`src/sv/tfu_pkg.sv`:
```
`timescale 1ns / 1ps

package tfu_pkg;

    // Input beat: a texel to convert or a palette entry to load.
    typedef struct packed {
        logic        operation;
        logic [31:0] texel_word;
        logic [7:0]  palette_slot;
        logic [31:0] palette_word;
    } t_in_item;

    typedef struct packed {
        logic [7:0] lane_zero;
        logic [7:0] lane_one;
        logic [7:0] lane_two;
        logic [7:0] lane_three;
        logic [3:0] lanes_written;
    } t_out_item;

    // Live configuration; lane index 0 is red, then green, blue, alpha.
    typedef struct packed {
        logic [2:0]      raster_format;
        logic [1:0]      palette_mode;
        logic            alpha_present;
        logic [3:0][2:0] lane;
    } t_cfg;

    typedef logic [3:0][31:0] t_mask_set;
    typedef logic [3:0][4:0]  t_shift_set;
    typedef logic [3:0][7:0]  t_chan_set;

    localparam logic OP_CONVERT   = 1'b0;
    localparam logic OP_PAL_WRITE = 1'b1;

    localparam logic [1:0] PAL_DIRECT = 2'd0;
    localparam logic [1:0] PAL_IDX4   = 2'd1;
    localparam logic [1:0] PAL_IDX8   = 2'd2;

    localparam logic [2:0] FMT_A1R5G5B5 = 3'd0;
    localparam logic [2:0] FMT_B8G8R8   = 3'd1;
    localparam logic [2:0] FMT_B8G8R8A8 = 3'd2;
    localparam logic [2:0] FMT_R4G4B4A4 = 3'd3;
    localparam logic [2:0] FMT_R5G5B5   = 3'd4;
    localparam logic [2:0] FMT_R5G6B5   = 3'd5;
    localparam logic [2:0] FMT_LUM8     = 3'd6;

    localparam logic [2:0] CFG_RASTER_FORMAT = 3'd0;
    localparam logic [2:0] CFG_PALETTE_MODE  = 3'd1;
    localparam logic [2:0] CFG_ALPHA_PRESENT = 3'd2;
    localparam logic [2:0] CFG_RED_LANE      = 3'd3;
    localparam logic [2:0] CFG_GREEN_LANE    = 3'd4;
    localparam logic [2:0] CFG_BLUE_LANE     = 3'd5;
    localparam logic [2:0] CFG_ALPHA_LANE    = 3'd6;

    localparam logic [7:0] ALPHA_OPAQUE = 8'd255;

    // Palette words hold one channel per byte.
    function automatic t_mask_set pal_masks();
        t_mask_set m;
        m[0] = 32'h0000_00FF;
        m[1] = 32'h0000_FF00;
        m[2] = 32'h00FF_0000;
        m[3] = 32'hFF00_0000;
        return m;
    endfunction

    function automatic t_shift_set pal_shifts();
        t_shift_set s;
        s[0] = 5'd0;
        s[1] = 5'd8;
        s[2] = 5'd16;
        s[3] = 5'd24;
        return s;
    endfunction

    // Channel masks per raster format, in the order red, green, blue, alpha.
    function automatic t_mask_set fmt_masks(input logic [2:0] fmt);
        t_mask_set m;
        m = '0;
        unique case (fmt)
            FMT_A1R5G5B5: begin
                m[0] = 32'h0000_003E; m[1] = 32'h0000_07C0;
                m[2] = 32'h0000_F800; m[3] = 32'h0000_0001;
            end
            FMT_B8G8R8: begin
                m[0] = 32'h00FF_0000; m[1] = 32'h0000_FF00;
                m[2] = 32'h0000_00FF; m[3] = 32'h0000_0000;
            end
            FMT_B8G8R8A8: begin
                m[0] = 32'h00FF_0000; m[1] = 32'h0000_FF00;
                m[2] = 32'h0000_00FF; m[3] = 32'hFF00_0000;
            end
            FMT_R4G4B4A4: begin
                m[0] = 32'h0000_000F; m[1] = 32'h0000_00F0;
                m[2] = 32'h0000_0F00; m[3] = 32'h0000_F000;
            end
            FMT_R5G5B5: begin
                m[0] = 32'h0000_001F; m[1] = 32'h0000_03E0;
                m[2] = 32'h0000_7C00; m[3] = 32'h0000_0000;
            end
            FMT_R5G6B5: begin
                m[0] = 32'h0000_001F; m[1] = 32'h0000_07E0;
                m[2] = 32'h0000_F800; m[3] = 32'h0000_0000;
            end
            FMT_LUM8: begin
                m[0] = 32'h0000_00FF; m[1] = 32'h0000_00FF;
                m[2] = 32'h0000_00FF; m[3] = 32'h0000_00FF;
            end
            default: begin
                m = '0;
            end
        endcase
        return m;
    endfunction

    // Position of the lowest set bit of each mask; zero for an empty mask.
    function automatic t_shift_set fmt_shifts(input logic [2:0] fmt);
        t_shift_set s;
        s = '0;
        unique case (fmt)
            FMT_A1R5G5B5: begin
                s[0] = 5'd1;  s[1] = 5'd6;  s[2] = 5'd11; s[3] = 5'd0;
            end
            FMT_B8G8R8: begin
                s[0] = 5'd16; s[1] = 5'd8;  s[2] = 5'd0;  s[3] = 5'd0;
            end
            FMT_B8G8R8A8: begin
                s[0] = 5'd16; s[1] = 5'd8;  s[2] = 5'd0;  s[3] = 5'd24;
            end
            FMT_R4G4B4A4: begin
                s[0] = 5'd0;  s[1] = 5'd4;  s[2] = 5'd8;  s[3] = 5'd12;
            end
            FMT_R5G5B5: begin
                s[0] = 5'd0;  s[1] = 5'd5;  s[2] = 5'd10; s[3] = 5'd0;
            end
            FMT_R5G6B5: begin
                s[0] = 5'd0;  s[1] = 5'd5;  s[2] = 5'd11; s[3] = 5'd0;
            end
            default: begin
                s = '0;
            end
        endcase
        return s;
    endfunction

endpackage

```
`src/sv/tfu_chan_stage.sv`:
```
`timescale 1ns / 1ps

module tfu_chan_stage
    import tfu_pkg::*;
(
    input  logic        i_clk,
    input  logic        i_rst_n,
    input  logic        i_adv,
    input  logic        i_valid,
    input  logic [31:0] i_texel,
    input  logic        i_pal,
    input  logic        i_oor,
    input  logic [31:0] i_rdata,
    input  t_cfg        i_cfg,
    output logic        o_valid,
    output t_chan_set   o_ch
);

    logic        r_valid;
    t_chan_set   r_ch;
    t_chan_set   n_ch;
    logic [31:0] w_pixel;
    t_mask_set   w_mask;
    t_shift_set  w_shift;

    always_comb begin
        // An index past the palette depth reads as zero.
        w_pixel = i_pal ? (i_oor ? 32'd0 : i_rdata) : i_texel;
        w_mask  = i_pal ? pal_masks()  : fmt_masks(i_cfg.raster_format);
        w_shift = i_pal ? pal_shifts() : fmt_shifts(i_cfg.raster_format);
        for (int c = 0; c < 4; c++) begin
            n_ch[c] = 8'((w_pixel & w_mask[c]) >> w_shift[c]);
        end
        if (!i_cfg.alpha_present) begin
            n_ch[3] = ALPHA_OPAQUE;
        end
    end

    always_ff @(posedge i_clk) begin
        if (!i_rst_n) begin
            r_valid <= 1'b0;
        end else if (i_adv) begin
            r_valid <= i_valid;
        end
        if (i_adv) begin
            r_ch <= n_ch;
        end
    end

    assign o_valid = r_valid;
    assign o_ch    = r_ch;

endmodule

```
`config.mk`:
```
export PLATFORM = sky130hd
export DESIGN_NAME = tfu_chan_stage
export DESIGN_NICKNAME = d
export VERILOG_FILES = /design/src/sv/tfu_pkg.sv /design/src/sv/tfu_chan_stage.sv
export SDC_FILE = /design/constraint.sdc
export NUM_CORES = 1
export LEC_CHECK = 0
export BUFFER_PORTS_ARGS = -buffer_cell sky130_fd_sc_hd__buf_2
export CAP_MARGIN = 15
export CORE_MARGIN = 2
export CORE_UTILIZATION = 30
export DETAILED_ROUTE_END_ITERATION = 10
export PLACE_DENSITY = 0.63
export SETUP_SLACK_MARGIN = 0.1
export SLEW_MARGIN = 0
export SYNTH_ARGS = -nofsm -noshare
export SYNTH_HDL_FRONTEND = slang
export SYNTH_SLANG_ARGS = --single-unit
```
`constraint.sdc`:
```
create_clock -name i_clk -period 1.7 [get_ports i_clk]
set_input_delay 0.17 -clock i_clk [delete_from_list [all_inputs] [get_ports i_clk]]
set_output_delay 0.17 -clock i_clk [all_outputs]
set_load 0.1 [all_outputs]
```
==> metrics.txt <==
Reg clk slew, reported paths=0.07 ns; top_reg_cell synth=edfxtp_1; Post-Syn Instances=approximately 260; Pwr Total=~0.0029 W; CP top delay family=compound AO/OA/AOI/OAI gates; pwr/cell area=about 820 mW/mm^2; Netlist cell types=a little under 60; synthesized cell area=around 0.0025 sq mm; Hold Crit Depth=2; top cell type's share of synthesized area=0.3900; IO Pins=between 100 and 150; met3 usage=0.03352; Hold Worst Slack=0.09156 ns; nets=480; CP Cell Sequence=buf_2 -> buf_4 -> xor2_1 -> a32oi_1 -> o21a_1 -> o221ai_1; DRC viols=0; total gr overflow=0; Diodes inserted=0; Routed WL=slightly above 9 mm; maxcap violations=0; register area share after synthesis=0.3982; min cycle time layout=around 1.4 ns; adder-cell share of the synthesized area=0; syn_area_per_cell=9.549 sq um; met2 Use GR=0.3434; count leader, synth=edfxtp_1; routed length per placed instance=around 19 microns; core area=approximately 0.008 sq mm; Post-synth EDFFs=32; First-pass DRT Iterations=5; Critical Path Stages=6; Worst Reg-to-Reg Cells=2; die width=~95 microns; worst hold-check path type=input pin to flop; setup bufs post-CTS=0; CTS Sinks=33; Rows=33; CP bufs+invs=2; Critical Path RT=around 1.8 ns; final hold violation count=0; asr flop ratio synth=0; CTS Hold Bufs=0; post-route ant nets=0; Synth Area in Compound Gates=0.3271; Tightest Pin Transition=~0.67 ns; crit-path max cell delay=approximately 0.40 ns; Num CTS Buffers=5; Clk Latency, worst-skew pair=around 0.28 ns; area delta synth->final=41.70%; All-Layer GR Usage=0.2090; initial cell density of the core=0.3044; crit path DAT=about 1.5 ns; via count=about 2800; WS Path Type=input pin to flop; skew final=0 ns; Post-CTS Resized=0; simple-gate area share of the yosys netlist=0.1757; final cycle utilization of the critical path=0.8243; CTS tree=done; Slew Viols, Final=0; slew margin rel.=0.5546; CTS max path bufs=2; worst-case vdd ir drop=approximately 0.00032 V; largest family of logic cells by synthesized area=compound AO/OA/AOI/OAI gates; clk root buf=clkbuf_8; Final Setup Violations=0; first-pass GRT wire length=14.18 mm; post-synthesis register bit count=33; Yosys warnings=0; f_max=approximately 700 MHz; Worst Path Max Fanout=10; dpl hpwl=between 7 and 8 mm; Synth area leaders=edfxtp_1, a22oi_1, a21oi_1; largest net degree at the start of global routing=30; DR iter-0 viols=~270; busiest layer in global routing=met2; H-Tree Depth=2; CP Capture Type=flop; xor/xnor share of the synthesized area=0.007110; Die Height=approximately 95 microns; buffers added on ports=106; GR Util met1=0.2849; initial antenna violation count=0; routability-driven placement congestion ratio=between 0.9 and 1; proportion of synthesized area in mux cells=0.03555; Via density=around 5.5; list of most frequent post-synthesis cells=edfxtp_1, nand2_1, a21oi_1; setup TNS=0 ns; static leakage=about 1.4 nW; Yosys top cell by area=edfxtp_1; CP max-delay cell=xor2_1; die footprint=0.008953 sq mm; vias in the first global route=~2600; outcome=finished clean; post-synthesis net count=approximately 350; layout cell share with drive strength beyond 1=0.4326; RSZ-0062 raised after global routing=no; Startpoint Class=input pin
## kinds of logic after synthesis
kind of cell	after synthesis
XOR/XNOR	2
AND/OR/NAND/NOR	79
AO/OA/AOI/OAI	108
buffers and inverters	29
multiplexers	7
flip-flops	33
## routing by layer
metal	share of wire	vias up	wire length [microns]
li1	-	1308	-
met1	0.45	1335	4191
met2	0.48	105	4468
met3	0.053	13	494
met4	0.017	0	156
met5	0	-	0
## power by group
part | internal (W) | switching, W
sequential | 0.000988 | 0.0000182
clock | 0.000284 | 0.000309
combinational | 0.000338 | 0.000926
total | 0.00161 | 0.00125
## layout make-up
type,count,area [sq um]
clock inverter,2,10.01
clock buffer,6,72.57
sequential,33,980.9
timing repair buffer,151,930.9
inverter,5,18.77
tap,105,131.4
multi-input combinational,196,1346
fill,847,4602
## cell usage in the layout, fill, tap and decap left out, types with 5 or more instances in the layout
cell	netlist	layout
edfxtp_1	32	32
buf_2	12	106
a221o_1	5	5
buf_12	0	5
nor2_1	11	11
a21oi_1	16	16
o21ai_0	12	12
a22o_1	5	5
a22oi_1	15	15
o21a_1	5	5
inv_1	5	5
a211oi_1	6	6
buf_4	2	40
clkbuf_8	0	5
o221ai_1	6	6
nand2_1	17	17
nand3_1	10	10
nor2b_1	11	10
## path summary, 6_finish.rpt
| path | slack (ns) | start | endpoint |
|---|---|---|---|
| max | 0.30 | i_cfg[16] | o_ch[12] |
| min | 0.09 | i_rst_n | o_valid |
| max reg2reg | 1.11 | o_valid | o_valid |
| min reg2reg | 0.52 | o_valid | o_valid |
## registers in the layout, summed over array words and instances (netlist names)
signal and cells:
o_ch 32, o_valid 1
## per-stage QoR
step                worst slack [ns]  cells  utilization  cell area, sq um
finish                        0.2987    498       0.4314              3491
global route                  0.1531    498       0.4314              3491
CTS                           0.3148    498       0.4314              3491
detailed placement           0.01387    490       0.4212              3408
global placement             0.01849    490       0.4212              3408
floorplan                     0.1517    258            -              2464
No activity file was read; power rests on OpenSTA's default activity.
