`config.mk`:
```
export PLATFORM = sky130hd
export DESIGN_NAME = tfu_lane_stage
export DESIGN_NICKNAME = d
export VERILOG_FILES = /design/src/sv/tfu_pkg.sv /design/src/sv/tfu_lane_stage.sv
export SDC_FILE = /design/constraint.sdc
export NUM_CORES = 1
export LEC_CHECK = 0
export ABC_AREA = 1
export BUFFER_PORTS_ARGS = -buffer_cell sky130_fd_sc_hd__buf_2
export CAP_MARGIN = 20
export CORE_AREA = 4 4 67 115
export CTS_BUF_LIST = sky130_fd_sc_hd__clkbuf_4
export DETAILED_ROUTE_END_ITERATION = 10
export DIE_AREA = 0 0 71 119
export PLACE_DENSITY = 0.69
export SYNTH_ARGS = -nofsm -noshare
export SYNTH_HDL_FRONTEND = slang
export SYNTH_SLANG_ARGS = --single-unit
```
`constraint.sdc`:
```
create_clock -name i_clk -period 1.7 [get_ports i_clk]
set_input_delay 0.34 -clock i_clk [delete_from_list [all_inputs] [get_ports i_clk]]
set_output_delay 0.34 -clock i_clk [all_outputs]
set_load 0.01 [all_outputs]
```
`src/sv/tfu_pkg.sv`:
```
`timescale 1ns / 1ps

package tfu_pkg;

    // Input beat: a texel to convert or a palette entry to load.
    typedef struct packed {
        logic        operation;
        logic [31:0] texel_word;
        logic [7:0]  palette_slot;
        logic [31:0] palette_word;
    } t_in_item;

    typedef struct packed {
        logic [7:0] lane_zero;
        logic [7:0] lane_one;
        logic [7:0] lane_two;
        logic [7:0] lane_three;
        logic [3:0] lanes_written;
    } t_out_item;

    // Live configuration; lane index 0 is red, then green, blue, alpha.
    typedef struct packed {
        logic [2:0]      raster_format;
        logic [1:0]      palette_mode;
        logic            alpha_present;
        logic [3:0][2:0] lane;
    } t_cfg;

    typedef logic [3:0][31:0] t_mask_set;
    typedef logic [3:0][4:0]  t_shift_set;
    typedef logic [3:0][7:0]  t_chan_set;

    localparam logic OP_CONVERT   = 1'b0;
    localparam logic OP_PAL_WRITE = 1'b1;

    localparam logic [1:0] PAL_DIRECT = 2'd0;
    localparam logic [1:0] PAL_IDX4   = 2'd1;
    localparam logic [1:0] PAL_IDX8   = 2'd2;

    localparam logic [2:0] FMT_A1R5G5B5 = 3'd0;
    localparam logic [2:0] FMT_B8G8R8   = 3'd1;
    localparam logic [2:0] FMT_B8G8R8A8 = 3'd2;
    localparam logic [2:0] FMT_R4G4B4A4 = 3'd3;
    localparam logic [2:0] FMT_R5G5B5   = 3'd4;
    localparam logic [2:0] FMT_R5G6B5   = 3'd5;
    localparam logic [2:0] FMT_LUM8     = 3'd6;

    localparam logic [2:0] CFG_RASTER_FORMAT = 3'd0;
    localparam logic [2:0] CFG_PALETTE_MODE  = 3'd1;
    localparam logic [2:0] CFG_ALPHA_PRESENT = 3'd2;
    localparam logic [2:0] CFG_RED_LANE      = 3'd3;
    localparam logic [2:0] CFG_GREEN_LANE    = 3'd4;
    localparam logic [2:0] CFG_BLUE_LANE     = 3'd5;
    localparam logic [2:0] CFG_ALPHA_LANE    = 3'd6;

    localparam logic [7:0] ALPHA_OPAQUE = 8'd255;

    // Palette words hold one channel per byte.
    function automatic t_mask_set pal_masks();
        t_mask_set m;
        m[0] = 32'h0000_00FF;
        m[1] = 32'h0000_FF00;
        m[2] = 32'h00FF_0000;
        m[3] = 32'hFF00_0000;
        return m;
    endfunction

    function automatic t_shift_set pal_shifts();
        t_shift_set s;
        s[0] = 5'd0;
        s[1] = 5'd8;
        s[2] = 5'd16;
        s[3] = 5'd24;
        return s;
    endfunction

    // Channel masks per raster format, in the order red, green, blue, alpha.
    function automatic t_mask_set fmt_masks(input logic [2:0] fmt);
        t_mask_set m;
        m = '0;
        unique case (fmt)
            FMT_A1R5G5B5: begin
                m[0] = 32'h0000_003E; m[1] = 32'h0000_07C0;
                m[2] = 32'h0000_F800; m[3] = 32'h0000_0001;
            end
            FMT_B8G8R8: begin
                m[0] = 32'h00FF_0000; m[1] = 32'h0000_FF00;
                m[2] = 32'h0000_00FF; m[3] = 32'h0000_0000;
            end
            FMT_B8G8R8A8: begin
                m[0] = 32'h00FF_0000; m[1] = 32'h0000_FF00;
                m[2] = 32'h0000_00FF; m[3] = 32'hFF00_0000;
            end
            FMT_R4G4B4A4: begin
                m[0] = 32'h0000_000F; m[1] = 32'h0000_00F0;
                m[2] = 32'h0000_0F00; m[3] = 32'h0000_F000;
            end
            FMT_R5G5B5: begin
                m[0] = 32'h0000_001F; m[1] = 32'h0000_03E0;
                m[2] = 32'h0000_7C00; m[3] = 32'h0000_0000;
            end
            FMT_R5G6B5: begin
                m[0] = 32'h0000_001F; m[1] = 32'h0000_07E0;
                m[2] = 32'h0000_F800; m[3] = 32'h0000_0000;
            end
            FMT_LUM8: begin
                m[0] = 32'h0000_00FF; m[1] = 32'h0000_00FF;
                m[2] = 32'h0000_00FF; m[3] = 32'h0000_00FF;
            end
            default: begin
                m = '0;
            end
        endcase
        return m;
    endfunction

    // Position of the lowest set bit of each mask; zero for an empty mask.
    function automatic t_shift_set fmt_shifts(input logic [2:0] fmt);
        t_shift_set s;
        s = '0;
        unique case (fmt)
            FMT_A1R5G5B5: begin
                s[0] = 5'd1;  s[1] = 5'd6;  s[2] = 5'd11; s[3] = 5'd0;
            end
            FMT_B8G8R8: begin
                s[0] = 5'd16; s[1] = 5'd8;  s[2] = 5'd0;  s[3] = 5'd0;
            end
            FMT_B8G8R8A8: begin
                s[0] = 5'd16; s[1] = 5'd8;  s[2] = 5'd0;  s[3] = 5'd24;
            end
            FMT_R4G4B4A4: begin
                s[0] = 5'd0;  s[1] = 5'd4;  s[2] = 5'd8;  s[3] = 5'd12;
            end
            FMT_R5G5B5: begin
                s[0] = 5'd0;  s[1] = 5'd5;  s[2] = 5'd10; s[3] = 5'd0;
            end
            FMT_R5G6B5: begin
                s[0] = 5'd0;  s[1] = 5'd5;  s[2] = 5'd11; s[3] = 5'd0;
            end
            default: begin
                s = '0;
            end
        endcase
        return s;
    endfunction

endpackage

```
`src/sv/tfu_lane_stage.sv`:
```
`timescale 1ns / 1ps

module tfu_lane_stage
    import tfu_pkg::*;
(
    input  logic      i_clk,
    input  logic      i_rst_n,
    input  logic      i_adv,
    input  logic      i_valid,
    input  t_chan_set i_ch,
    input  t_cfg      i_cfg,
    output logic      o_valid,
    output t_out_item o_out
);

    logic            r_valid;
    logic [3:0][7:0] r_bytes;
    logic [3:0]      r_written;
    logic [3:0][7:0] n_bytes;
    logic [3:0]      n_written;

    // Channels are placed in order, so a later channel wins a shared lane.
    // A lane value with the top bit set (4 to 7) places nothing.
    always_comb begin
        n_bytes   = '0;
        n_written = '0;
        for (int c = 0; c < 4; c++) begin
            if (!i_cfg.lane[c][2]) begin
                n_bytes[i_cfg.lane[c][1:0]]   = i_ch[c];
                n_written[i_cfg.lane[c][1:0]] = 1'b1;
            end
        end
    end

    always_ff @(posedge i_clk) begin
        if (!i_rst_n) begin
            r_valid <= 1'b0;
        end else if (i_adv) begin
            r_valid <= i_valid;
        end
        if (i_adv) begin
            r_bytes   <= n_bytes;
            r_written <= n_written;
        end
    end

    assign o_valid             = r_valid;
    assign o_out.lane_zero     = r_bytes[0];
    assign o_out.lane_one      = r_bytes[1];
    assign o_out.lane_two      = r_bytes[2];
    assign o_out.lane_three    = r_bytes[3];
    assign o_out.lanes_written = r_written;

endmodule

```
==> out/results.ini, run 1 <==
[timing]
finalSetupViolations = 0
grt_setup_unrepaired = false
fmax_mhz = 781
finalCriticalPeriod_ps = 1280
fin_worst_skew_ps = 0
hold_viol_final = 0
max-slew-margin-rel = 0.736
slew_violations = 0
layout_worst_path_cycle_share = 0.753
worst_pin_slew_ps = 395
finalSetupTns_ps = 0
fin_ws_ps = 419

[global_routing]
grt_pass1_wl_mm = 12.4
grtUsageTotal = 0.184
first_global_vias = 2614
antenna_found_initial = 1
grt_overflow = 0
grt_max_degree = 39

[run]
cap_viol_max_count = 0

[cells_and_area]
final_util = 0.488
design_area_um2 = 3320
final_cell_mix = nand2_1 (171), buf_2 (84), inv_1 (46)
final.fill_count = 747
syn_to_final_growth_pct = 25.7
drive_gt1_frac = 0.272
final_common_cell = nand2_1
fin_nets = 542

[logic_synthesis]
ys.flop_type = edfxtp_1
synth_cell_types = 23
ys_seq_area_frac = 0.417
synth_cells = 387
synth_seq_cells = 37
avgSynthCellArea_um2 = 6.82
async_flop_share = 0
synth_edf_count = 36
synth.yosys.warnings = 0
netlist_area_um2 = 2640
syn_nets = 441

[critical_path]
cp_cell_sequence = buf_2 -> inv_2 -> nand3_2 -> nand2_1 -> nor2_1 -> o21ai_0 -> nand2_1
endpoint_kind = flop
cp_top_family = simple AND/OR/NAND/NOR gates
critPathBufInv = 2
startpoint_type = primary input
crit_cells = 7
r2r_cells = 2
cp_max_fo = 9
timing.critical_path.from = i_cfg[5]
reg2reg_to = o_valid
slowest_delay_ps = 260
critPathArrivalTime_ps = 1350
endpoint = o_out[4]
ff2ff_setup_slack_ps = 1050
worst_path_most_repeated_cell = nand2_1
cp_slowest_cell = o21ai_0
crit_required_ps = 1770
r2r_start = o_valid
crit_type = primary input to flop

[power_and_ir_drop]
peakVddDrop_mv = 0.243
switching_share = 0.295
power.leakage_uw = 0.00180
p_int_uw = 1530
seqPwrFrac = 0.517
p_per_area_nw_per_um2 = 655
comb_power_share = 0.268
clock_power_share = 0.215
switching_power_uw = 640

[die]
die_w_um = 71
io_pins = 91
initial_core_util = 0.388
rows = 40
dieArea_um2 = 8450
core_area_um2 = 6810
die_h_um = 119

[routing]
post-route-drc-count = 0
drtPass1Iterations = 5
num_vias = 2812
wl_per_cell_um = 13.3
viasPerCell = 4.90
drt-total-wl_mm = 7.61
ant_nets = 0
initialDrtViolationCount = 151

[clocking]
cts_sinks = 37
clk_pin_slew_ps = 110
clock_latency_ps = 340
cts_resized = 0
cts_root_buffer = clkbuf_4
clock_path_buffers = 2
ctsHoldBuffers = 0
cts_tree = done
htree_levels = 2
cts_setup_buffers = 0
cts_made_buffers = 5

[placement]
dp_slack_ps = 97.2
dpl.hpwl_mm = 6.29
port_buffers = 84
gp_congestion = 0.960
place_area_um2 = 3260

[outcome]
status = finished clean

[min_path]
hold_class = primary input to flop

[stage by stage]
stage                     hold WS (ps)  cells  total power [uW]
after CTS                          208    573              2200
after floorplan                    433    387              1440
final                              225    574              2170
after detailed placement           567    565              1730
after global routing               225    574              2310
after global placement             516    565              1710
[per-layer routing]
layer	up-vias	wire length (um)	track usage
met2	123	3960	0.327
met1	1241	2960	0.217
met3	18	465	0.0144
met4	0	237	0.0929
met5	-	0	0
li1	1430	-	-
[worst min-delay path by stage]
stage / from / to / slack [ps] / depth (start not counted)
3_5_place_dp: o_valid / o_valid / 570 / 2
2_1_floorplan: i_adv / o_valid / 430 / 1
4_1_cts: i_valid / o_valid / 210 / 3
5_1_grt: i_valid / o_valid / 230 / 3
6_report: i_valid / o_valid / 220 / 3
3_3_place_gp: o_valid / o_valid / 520 / 2
[power by group through the flow]
stage          logic [uW]  clock network [uW]  registers [uW]
2_1_floorplan         243                   0            1200
3_3_place_gp          568                   0            1140
3_5_place_dp          579                   0            1150
4_1_cts               581                 493            1130
5_1_grt               646                 531            1130
6_report              581                 468            1120
[Yosys cell counts, types with 3 or more instances]
cell | count | area [um2]
inv_2 | 6 | 22.5
inv_1 | 46 | 173
nand3_1 | 29 | 145
o21ai_0 | 22 | 110
a21oi_1 | 9 | 45.0
buf_4 | 6 | 45.0
edfxtp_1 | 36 | 1080
nand2_2 | 6 | 37.5
nand4_1 | 8 | 50.1
nor2_1 | 30 | 113
nand2_1 | 171 | 642
nor2_2 | 3 | 18.8
[kinds of logic (layout without fill, tap and decap cells)]
group	count (synthesis)	in the layout	synth area share
AOI/OAI and AO/OA	33	33	0.0640
buffers and inverters	61	163	0.0986
DFF	37	37	0.417
other	0	1	0
and+or+nand+nor	256	256	0.420
[layout make-up]
| class | instances | area [um2] | area share |
|---|---|---|---|
| inverters | 52 | 195 | 0.0588 |
| flip-flops and latches | 37 | 1100 | 0.332 |
| repair buffers | 103 | 576 | 0.173 |
| diodes | 1 | 2.50 | 0.000754 |
| well taps | 84 | 105 | 0.0317 |
| multi-input cells | 289 | 1280 | 0.385 |
| clock buffers | 8 | 60.1 | 0.0181 |
[sequential cells by signal, indices dropped and copies added (netlist names)]
signal     count
r_written      4
o_out         32
o_valid        1
[worst min-delay path, cell delays in order]
cell,delay [ps]
buf_2,90
inv_1,40
a21oi_1,60
(Power assumes the default switching activity.)
==> inputs of run 2 (changes only) <==
- ABC_AREA: 1 -> 0
- CORE_AREA: 4 4 67 115 -> 4 4 66 114
- DIE_AREA: 0 0 71 119 -> 0 0 70 118
- PLACE_DENSITY: 0.69 -> 0.73
- clock period: 1.7 -> 1.09 ns (I/O delays scaled with it)
==> out/results.ini, run 2 <==
[clocking]
cts_made_buffers = 5  ; unchanged
cts_root_buffer = clkbuf_4
ctsHoldBuffers = 0  ; unchanged
clock_path_buffers = 2  ; unchanged
clk_pin_slew_ps = 100  ; about the same
htree_levels = 2  ; unchanged
cts_tree = done
cts_sinks = 37  ; unchanged
clock_latency_ps = 340  ; about the same

[cells_and_area]
syn_to_final_growth_pct = 42.2
drive_gt1_frac = 0.477  ; +0.205
final_common_cell = buf_2
design_area_um2 = 3700  ; +12%
fin_nets = 422  ; -22%
final_cell_mix = buf_2 (79), nand2_1 (40), edfxtp_1 (36)
largest_reg_flops = 32  ; unchanged
fin_cells = 452  ; -21%

[min_path]
hp-start = i_rst_n
min_path_cells = 2  ; -1
hold_class = primary input to flop
holdPathEnd = o_valid

[global_routing]
antenna_found_initial = 1  ; unchanged
grt_overflow = 0  ; unchanged
grt_max_degree = 18  ; -54%
grtUsageTotal = 0.190  ; +0.00559
first_global_vias = 2553  ; -2.3%
grt_pass1_wl_mm = 12.8  ; +2.9%

[die]
die_w_um = 70  ; -1.4%
dieArea_um2 = 8260  ; -2.2%
core_area_um2 = 6540  ; -3.9%
initial_core_util = 0.398  ; +0.0103
rows = 39  ; -2.5%
io_pins = 91  ; unchanged
die_h_um = 118  ; -0.84%

[logic_synthesis]
synth.yosys.warnings = 0  ; unchanged
yosysMostFrequentCell = nand2_1
synth_cells = 261  ; -33%
syn_nets = 315  ; -29%
async_flop_share = 0  ; unchanged
synth_seq_cells = 37  ; unchanged
ys_seq_area_frac = 0.423  ; +0.00581
netlist_area_um2 = 2600  ; -1.4%
ys.flop_type = edfxtp_1
avgSynthCellArea_um2 = 9.98  ; +46%
synth_largest_area_cell = edfxtp_1
synth_edf_count = 36  ; unchanged
ys_top_cells_by_count = nand2_1 (40), edfxtp_1 (36), nor2_1 (27), a311oi_1 (24), o31ai_1 (24)
netlist.area_leader.share = 0.415  ; +0.00571
synthTopCellsByArea = edfxtp_1 (42%), a311oi_1 (8.1%), o31ai_1 (6.9%)
synth_cell_types = 31  ; +35%

[critical_path]
slowest_delay_ps = 410  ; +150 ps
endpoint_kind = output pin
critPathBufInv = 1  ; -1
r2r_cells = 2  ; unchanged
r2r_start = o_valid
cp_top_family = flip-flops
startpoint_type = flop
crit_type = flop to output pin
timing.critical_path.from = o_out[12]
reg2reg_to = o_valid
cp_slowest_cell = edfxtp_1
ff2ff_setup_slack_ps = 500  ; -550 ps
cp_max_fo = 1  ; -8
cp_cell_sequence = buf_2
crit_required_ps = 870  ; -900 ps
critPathArrivalTime_ps = 920  ; -430 ps

[timing]
fin_worst_skew_ps = 0  ; unchanged
grt_setup_unrepaired = true
slew_violations = 0  ; unchanged
fin_ws_ps = -47.1  ; -466 ps
layout_worst_path_cycle_share = 1.04
finalSetupViolations = 22  ; +22
max-slew-margin-rel = 0.713  ; -0.0233
finalCriticalPeriod_ps = 1140
worst_pin_slew_ps = 425  ; +29.6 ps
fmax_mhz = 879
hold_viol_final = 0  ; unchanged

[routing]
initialDrtViolationCount = 144  ; -4.6%
wl_per_cell_um = 18.0  ; +36%
drt-total-wl_mm = 8.13  ; +6.8%
post-route-drc-count = 1  ; +1
num_vias = 2602  ; -7.5%
drtPass1Iterations = 9  ; +4
viasPerCell = 5.76  ; +18%
ant_nets = 0  ; unchanged

[power_and_ir_drop]
power.leakage_uw = 0.00142  ; -21%
p_per_area_nw_per_um2 = 953  ; +46%
peakVddDrop_mv = 0.387  ; +59%

[placement]
gp_congestion = 0.826  ; -14%
dpl.hpwl_mm = 6.29  ; about the same
placedCellCount = 437  ; -23%
place_area_um2 = 3430  ; +5.5%
port_buffers = 84  ; unchanged

[outcome]
status = finished with violations
violations = design-rule violations, negative setup slack

[run]
cap_viol_max_count = 0  ; unchanged

-- run 2: logic make-up (layout without fill, tap and decap cells) --
logic type             after synthesis  in the layout  synth area share
and+or+nand+nor                    124            124             0.303
AOI/OAI and AO/OA                   73             73             0.214
DFF                                 37             37             0.423
buffers and inverters               26            134            0.0562
muxes                                1              1           0.00384
other                                0              1                 0
-- run 2: final cells by class --
| cell class | count | area (um2) |
|---|---|---|
| Fill cell | 584 | 2840 |
| Multi-Input combinational cell | 198 | 1550 |
| Sequential cell | 37 | 1100 |
| Timing Repair Buffer | 125 | 890 |
| Tap cell | 82 | 103 |
| Clock buffer | 6 | 45.0 |
| Clock inverter | 2 | 10.0 |
| Inverter | 1 | 3.75 |
| Antenna cell | 1 | 2.50 |
-- run 2: layer usage --
metal / vias to the layer above / wire length (um) / GRT usage
met4: 0 / 259 / 0.0959
met1: 1213 / 3040 / 0.209
li1: 1260 / - / -
met3: 22 / 415 / 0.0188
met5: - / 0 / 0
met2: 107 / 4420 / 0.351
-- run 2: worst max path at each step --
stage | to | slack (ps) | cells after the start
floorplan | o_out[20] | -270 | 5
global placement | o_out[19] | -530 | 4
detailed placement | o_out[19] | -640 | 4
CTS | o_out[19] | -60 | 1
global route | o_out[12] | -100 | 1
finish | o_out[12] | -50 | 1
-- run 2: stage by stage --
| stage | hold slack [ps] | utilization | setup WS, ps | total power (uW) | TNS (ps) |
|---|---|---|---|---|---|
| floorplan | 330 | - | -266 | 2300 | -6730 |
| global placement | 430 | 0.525 | -527 | 2760 | -14570 |
| detailed placement | 449 | 0.525 | -637 | 2780 | -15440 |
| CTS | 92.6 | 0.549 | -60.5 | 3490 | -386 |
| global route | 117 | 0.566 | -99.4 | 3700 | -1620 |
| finish | 92.9 | 0.566 | -47.1 | 3530 | -346 |
-- run 2: where the power goes --
part / leakage [uW] / internal [uW] / switching (uW)
clock: 0.0000354 / 270 / 427
sequential: 0.000355 / 1730 / 32.3
combinational: 0.00103 / 498 / 574
total: 0.00142 / 2500 / 1030
-- run 2: timing repair --
action | in CTS | in global routing
endpoints found under the setup margin | 45 | 53
gates resized for setup | 19 | 18
setup buffers | 1 | 2
pin swaps | 7 | 7
gates cloned | 2 | 2
